`src/sv/hsteq_pkg.sv`:
```
// shared types and constants of the histogram equalizer
package hsteq_pkg;

   // gray pixel width and table output width
   localparam int PIXEL_W = 8;
   localparam int QUOT_W  = 8;
   localparam int QIDX_W  = $clog2(QUOT_W);

   // controller states
   typedef enum logic [3:0] {
      ST_CLEAR,
      ST_IDLE,
      ST_CNT_RD,
      ST_CNT_WR,
      ST_SCAN,
      ST_SCAN_END,
      ST_PREP,
      ST_BUILD_RD,
      ST_BUILD_ACC,
      ST_BUILD_NUM,
      ST_DIV,
      ST_BUILD_WR,
      ST_MAP_RD,
      ST_MAP_OUT
   } hsteq_state_type;

   // commands from controller to datapath
   typedef struct packed {
      logic accept;
      logic bin_rd_item;
      logic scan_rd;
      logic build_rd;
      logic bin_wr_inc;
      logic bin_wr_zero;
      logic scan_start;
      logic prep;
      logic cdf_acc;
      logic num_load;
      logic div_step;
      logic tbl_wr;
      logic tbl_rd;
      logic out_load;
      logic cnt_inc;
   } hsteq_cmd_type;

   // status from datapath to controller
   typedef struct packed {
      logic cnt_last;
      logic div_last;
      logic item_last;
      logic out_free;
   } hsteq_stat_type;

endpackage

```
`src/sv/hsteq_ctrl.sv`:
```
// controller state machine of the histogram equalizer
module hsteq_ctrl (
   input  logic                     clock,
   input  logic                     reset,
   input  logic                     req_valid,
   input  logic                     req_command,
   input  hsteq_pkg::hsteq_stat_type stat,
   output logic                     req_ready,
   output hsteq_pkg::hsteq_cmd_type  cmd
);
   import hsteq_pkg::*;

   hsteq_state_type state_ff;
   hsteq_state_type state_in;

   // state register, reset starts with a clearing sweep of the bins
   always_ff @(posedge clock) begin
      if (reset) begin
         state_ff <= ST_CLEAR;
      end else begin
         state_ff <= state_in;
      end
   end

   // next state
   always_comb begin
      state_in = state_ff;
      case (state_ff)
         ST_CLEAR: begin
            if (stat.cnt_last) state_in = ST_IDLE;
         end
         ST_IDLE: begin
            if (req_valid) state_in = req_command ? ST_MAP_RD : ST_CNT_RD;
         end
         ST_CNT_RD: begin
            state_in = ST_CNT_WR;
         end
         ST_CNT_WR: begin
            state_in = stat.item_last ? ST_SCAN : ST_IDLE;
         end
         ST_SCAN: begin
            if (stat.cnt_last) state_in = ST_SCAN_END;
         end
         ST_SCAN_END: begin
            state_in = ST_PREP;
         end
         ST_PREP: begin
            state_in = ST_BUILD_RD;
         end
         ST_BUILD_RD: begin
            state_in = ST_BUILD_ACC;
         end
         ST_BUILD_ACC: begin
            state_in = ST_BUILD_NUM;
         end
         ST_BUILD_NUM: begin
            state_in = ST_DIV;
         end
         ST_DIV: begin
            if (stat.div_last) state_in = ST_BUILD_WR;
         end
         ST_BUILD_WR: begin
            state_in = stat.cnt_last ? ST_IDLE : ST_BUILD_RD;
         end
         ST_MAP_RD: begin
            state_in = ST_MAP_OUT;
         end
         ST_MAP_OUT: begin
            if (stat.out_free) state_in = stat.item_last ? ST_CLEAR : ST_IDLE;
         end
         default: begin
            state_in = ST_CLEAR;
         end
      endcase
   end

   // command outputs
   always_comb begin
      cmd       = '0;
      req_ready = 1'b0;
      case (state_ff)
         ST_CLEAR: begin
            cmd.bin_wr_zero = 1'b1;
            cmd.cnt_inc     = 1'b1;
         end
         ST_IDLE: begin
            req_ready  = 1'b1;
            cmd.accept = req_valid;
         end
         ST_CNT_RD: begin
            cmd.bin_rd_item = 1'b1;
         end
         ST_CNT_WR: begin
            cmd.bin_wr_inc = 1'b1;
            cmd.scan_start = stat.item_last;
         end
         ST_SCAN: begin
            cmd.scan_rd = 1'b1;
            cmd.cnt_inc = 1'b1;
         end
         ST_SCAN_END: begin
            cmd = '0;
         end
         ST_PREP: begin
            cmd.prep = 1'b1;
         end
         ST_BUILD_RD: begin
            cmd.build_rd = 1'b1;
         end
         ST_BUILD_ACC: begin
            cmd.cdf_acc = 1'b1;
         end
         ST_BUILD_NUM: begin
            cmd.num_load = 1'b1;
         end
         ST_DIV: begin
            cmd.div_step = 1'b1;
         end
         ST_BUILD_WR: begin
            cmd.tbl_wr  = 1'b1;
            cmd.cnt_inc = 1'b1;
         end
         ST_MAP_RD: begin
            cmd.tbl_rd = 1'b1;
         end
         ST_MAP_OUT: begin
            cmd.out_load = stat.out_free;
         end
         default: begin
            cmd = '0;
         end
      endcase
   end

endmodule

```
`config.mk`:
```
export PLATFORM = sky130hd
export DESIGN_NAME = hsteq_ctrl
export DESIGN_NICKNAME = d
export VERILOG_FILES = /design/src/sv/hsteq_pkg.sv /design/src/sv/hsteq_ctrl.sv
export SDC_FILE = /design/constraint.sdc
export NUM_CORES = 1
export LEC_CHECK = 0
export BUFFER_PORTS_ARGS = -buffer_cell sky130_fd_sc_hd__buf_2
export CORE_AREA = 2 2 39 41
export CTS_BUF_LIST = sky130_fd_sc_hd__clkbuf_8
export DETAILED_ROUTE_END_ITERATION = 12
export DIE_AREA = 0 0 41 43
export HOLD_SLACK_MARGIN = 0.15
export PLACE_DENSITY = 0.75
export SYNTH_ARGS = -nofsm -noshare
export SYNTH_HDL_FRONTEND = slang
export SYNTH_SLANG_ARGS = --single-unit
```
`constraint.sdc`:
```
create_clock -name clock -period 1.8 [get_ports clock]
set_input_delay 0.18 -clock clock [delete_from_list [all_inputs] [get_ports clock]]
set_output_delay 0.18 -clock clock [all_outputs]
set_load 0.1 [all_outputs]
```
==> out/summary.log <==
[clock_network] hold buffer count at CTS 0
[sta] post-route fraction of the period consumed by the critical path 94.1%
[synth] share of synthesized cell area in full adder, half adder and majority cells 0%
[setup_path] delay of the slowest cell on the worst path 330 ps
[finish] registers with the most flip-flops state_ff (4)
[place] count of port buffers added during placement 23
[routing] total detailed-routing wirelength 1740 um
[synth] Synth cell types 34
[finish] antenna fix cells 0
[synth] most common library cells after synthesis 9 x nor2_1, 7 x nor3_1, 5 x a21oi_1, 5 x nand2_1
[clock_network] postcts setup bufs 0
[sta] final setup vio count 0
[setup_path] source of the worst register-to-register timing path state_ff[2]
[power_and_ir_drop] leakage power figure 0.000384 uW
[synth] xor/xnor share of the synthesized area 0%
[power_and_ir_drop] ratio of total power to cell area 1850 nW/um^2
[setup_path] worst reg2reg path depth 5
[clock_network] clock network latency to the later pin of the worst-skew pair 220 ps
[clock_network] buffer type at the clock tree root clkbuf_8
[sta] final clock skew 0.722 ps
[sta] Post-Route Hold Slack 216 ps
[synth] syn nets 80
[routing] vias after detailed routing 644
[synth] Post-synth EDFFs 0
[finish] number of flip-flops in the largest register 4
[setup_path] capture point of the critical path cmd[14]
[finish] register containing the most flip-flops in the final layout state_ff
[sta] post-route minimum period 1690 ps
[sta] unrepaired setup endpoints after global routing no
[routing] average wire per standard cell 15.1 um
[sta] tightest slew margin relative to the limit 78.3%
[synth] Avg Inst Size Synth 7.14 sq um
[floorplanning] Core Area 1380 sq um
[finish] nets 109
[synth] area leader, netlist dfxtp_1
[synth] gate count after technology mapping 72
[power_and_ir_drop] overall power 1980 uW
[grt] initial antenna violation count 0
[synth] Syn Std Cell Area 514 sq um
[clock_network] number of buffers inserted during clock tree synthesis 3
[routing] count of unresolved DRC violations after routing 0
[synth] post-synth top area share 15.6%
[place] post-placement cell count 112
[sta] Final Hold Violating Endpoints 0
[finish] area growth from synthesis to final layout 108%
[synth] Top FF cell, synth dfxtp_1
[place] DP HPWL 1310 um
[routing] number of DRC violations after detailed-routing iteration 0 15
[floorplanning] effective utilization at floorplan 37.2%
[grt] vias in the first global route 614
[synth] dominant combinational cell family by area after synthesis simple AND/OR/NAND/NOR gates
[synth] most frequent cell after synthesis nor2_1
[grt] GRT Resource Usage Total 24.9%
[run_status] run status finished clean
[setup_path] Crit path max-delay family simple AND/OR/NAND/NOR gates
[clock_network] CTS tree yes
[floorplanning] count of standard-cell rows 14
[sta] number of slew-limit violations in the final report 0
[finish] Non-Filler Cell Area, Final 1070 sq um
[synth] async set or reset register ratio after synthesis 0%
[setup_path] CP startpoint state_ff[0]
[sta] achievable clock frequency 0.590 GHz
[clock_network] htree depth 1
[routing] number of vias per cell 5.60
[setup_path] flop2flop setup slack 370 ps
[sta] sum of negative setup slack 0 ps
[setup_path] required time at the worst-slack endpoint 1620 ps
[setup_path] buffer and inverter count on the worst path 2
[setup_path] category of the most critical setup path flip-flop to output port
[setup_path] cell depth of the worst setup path 5
[floorplanning] I/O pin count 24
[setup_path] data arrival time at the worst-slack endpoint 1510 ps
[routing] first drt pass iteration count 6
[setup_path] maximum net fanout on the critical path 7
[grt] pin count of the biggest net entering global routing 14
[place] weighted congestion at the end of routability-driven global placement 0.914
[floorplanning] height of the die 43 um
[clock_network] number of buffers on the longest clock path 2
[grt] overflow left after global routing 0
[finish] FILL cells 83
[setup_path] worst-path cell with the longest stage delay dfxtp_1
[routing] Detail Route Antenna Nets 0
[synth] Compound-Gate Fraction of Synth Area 30.2%
[setup_path] kind of launch point of the worst setup path flip-flop
[synth] simple-gate share of the synthesized area 42.6%
[setup_path] critical path cell sequence buf_4, nand2b_1, nor3_4, and2_2, buf_12
[power_and_ir_drop] worst IR drop on VDD 1550 uV
[synth] leading post-synthesis cells by cell area dfxtp_1 16%, nor3_1 6.8%, nor2_1 6.6%
[synth] share of cell area taken by muxes after synthesis 0%
[floorplanning] overall die width 41 um
[job] total of max-cap violations 0
[place] Placed Area 1030 sq um
[finish] ratio of cells with drive above 1 in the final layout 57.6%
[synth] sequential element share of the synthesized area 15.6%
[grt] global-route wire length before repair 3010 um
[clock_network] Clock transition at path regs 30 ps
[synth] synthesized flop and latch total 4
[setup_path] reg-to-reg critical path endpoint state_ff[0]
[clock_network] CTS sink cnt 4
[floorplanning] total die area 1760 sq um
[setup_path] sort of element at the end of the critical path output port
[finish] Final Instance Count excl. Fillers 115
[min_path] min-delay worst type input port to flip-flop
[synth] synth warn 0
[sta] worst slew pin tran 325 ps
-- cells in the final DEF, fill, tap and decap left out, types with 2 or more instances in the layout --
cell type and instances:
buf_12 16, buf_4 9, buf_2 7, nor3_4 6, nand2_1 5, nor2_1 5, a21oi_1 5, nand2b_1 4
o2bb2ai_1 3, clkbuf_8 3, nor2_2 2, nor2_4 2, nand3_1 2, inv_1 2, o21ai_1 2, nor2b_1 2
o21ai_0 2, dfxtp_1 2, dfxtp_2 2
-- how the worst min path moves through the flow --
stage | cells after the start | end | startpoint | slack, ps
finish | 2 | state_ff[3] | reset | 220
global route | 2 | state_ff[3] | reset | 210
CTS | 2 | state_ff[3] | reset | 210
detailed placement | 2 | state_ff[3] | reset | 440
global placement | 2 | state_ff[3] | reset | 440
floorplan | 1 | state_ff[3] | reset | 290
-- cell type report --
class,instances,area (sq um),share of cell area (%)
clock buffers,3,41.3,3.86
inverters,2,7.51,0.701
multi-input cells,58,497,46.4
flip-flops and latches,4,82.6,7.71
well taps,16,20.0,1.87
repair buffers,32,423,39.5
-- metal layers --
metal	GRT usage (%)	wire (um)	share of wire [%]	vias to the layer above
met1	37.7	710	41	309
met2	32.2	895	52	19
li1	-	-	-	314
met5	0	0	0	-
met3	9.42	118	6.8	2
met4	6.67	12	0.69	0
-- logic make-up after synthesis --
| family | after synthesis |
|---|---|
| and+or+nand+nor | 36 |
| DFF | 4 |
| AOI/OAI and AO/OA | 22 |
| buffers and inverters | 10 |
-- stage by stage --
stage	utilization [%]	worst slack, ps
2_1_floorplan	-	-457
3_3_place_gp	74.2	291
3_5_place_dp	74.2	223
4_1_cts	77.2	46.4
5_1_grt	77.4	22.9
6_report	77.4	106
-- power breakdown --
part	switching (uW)	internal, uW	total [uW]
clock network	48.2	143	191
logic	1030	580	1610
registers	59.8	122	182
total	1140	845	1980
-- repair_timing --
| action | in CTS | in global routing |
|---|---|---|
| hold endpoints to repair | 0 | 0 |
| gates resized for setup | 0 | 2 |
| setup endpoints to repair | 0 | 6 |
Power figures use the tool's default switching activity.
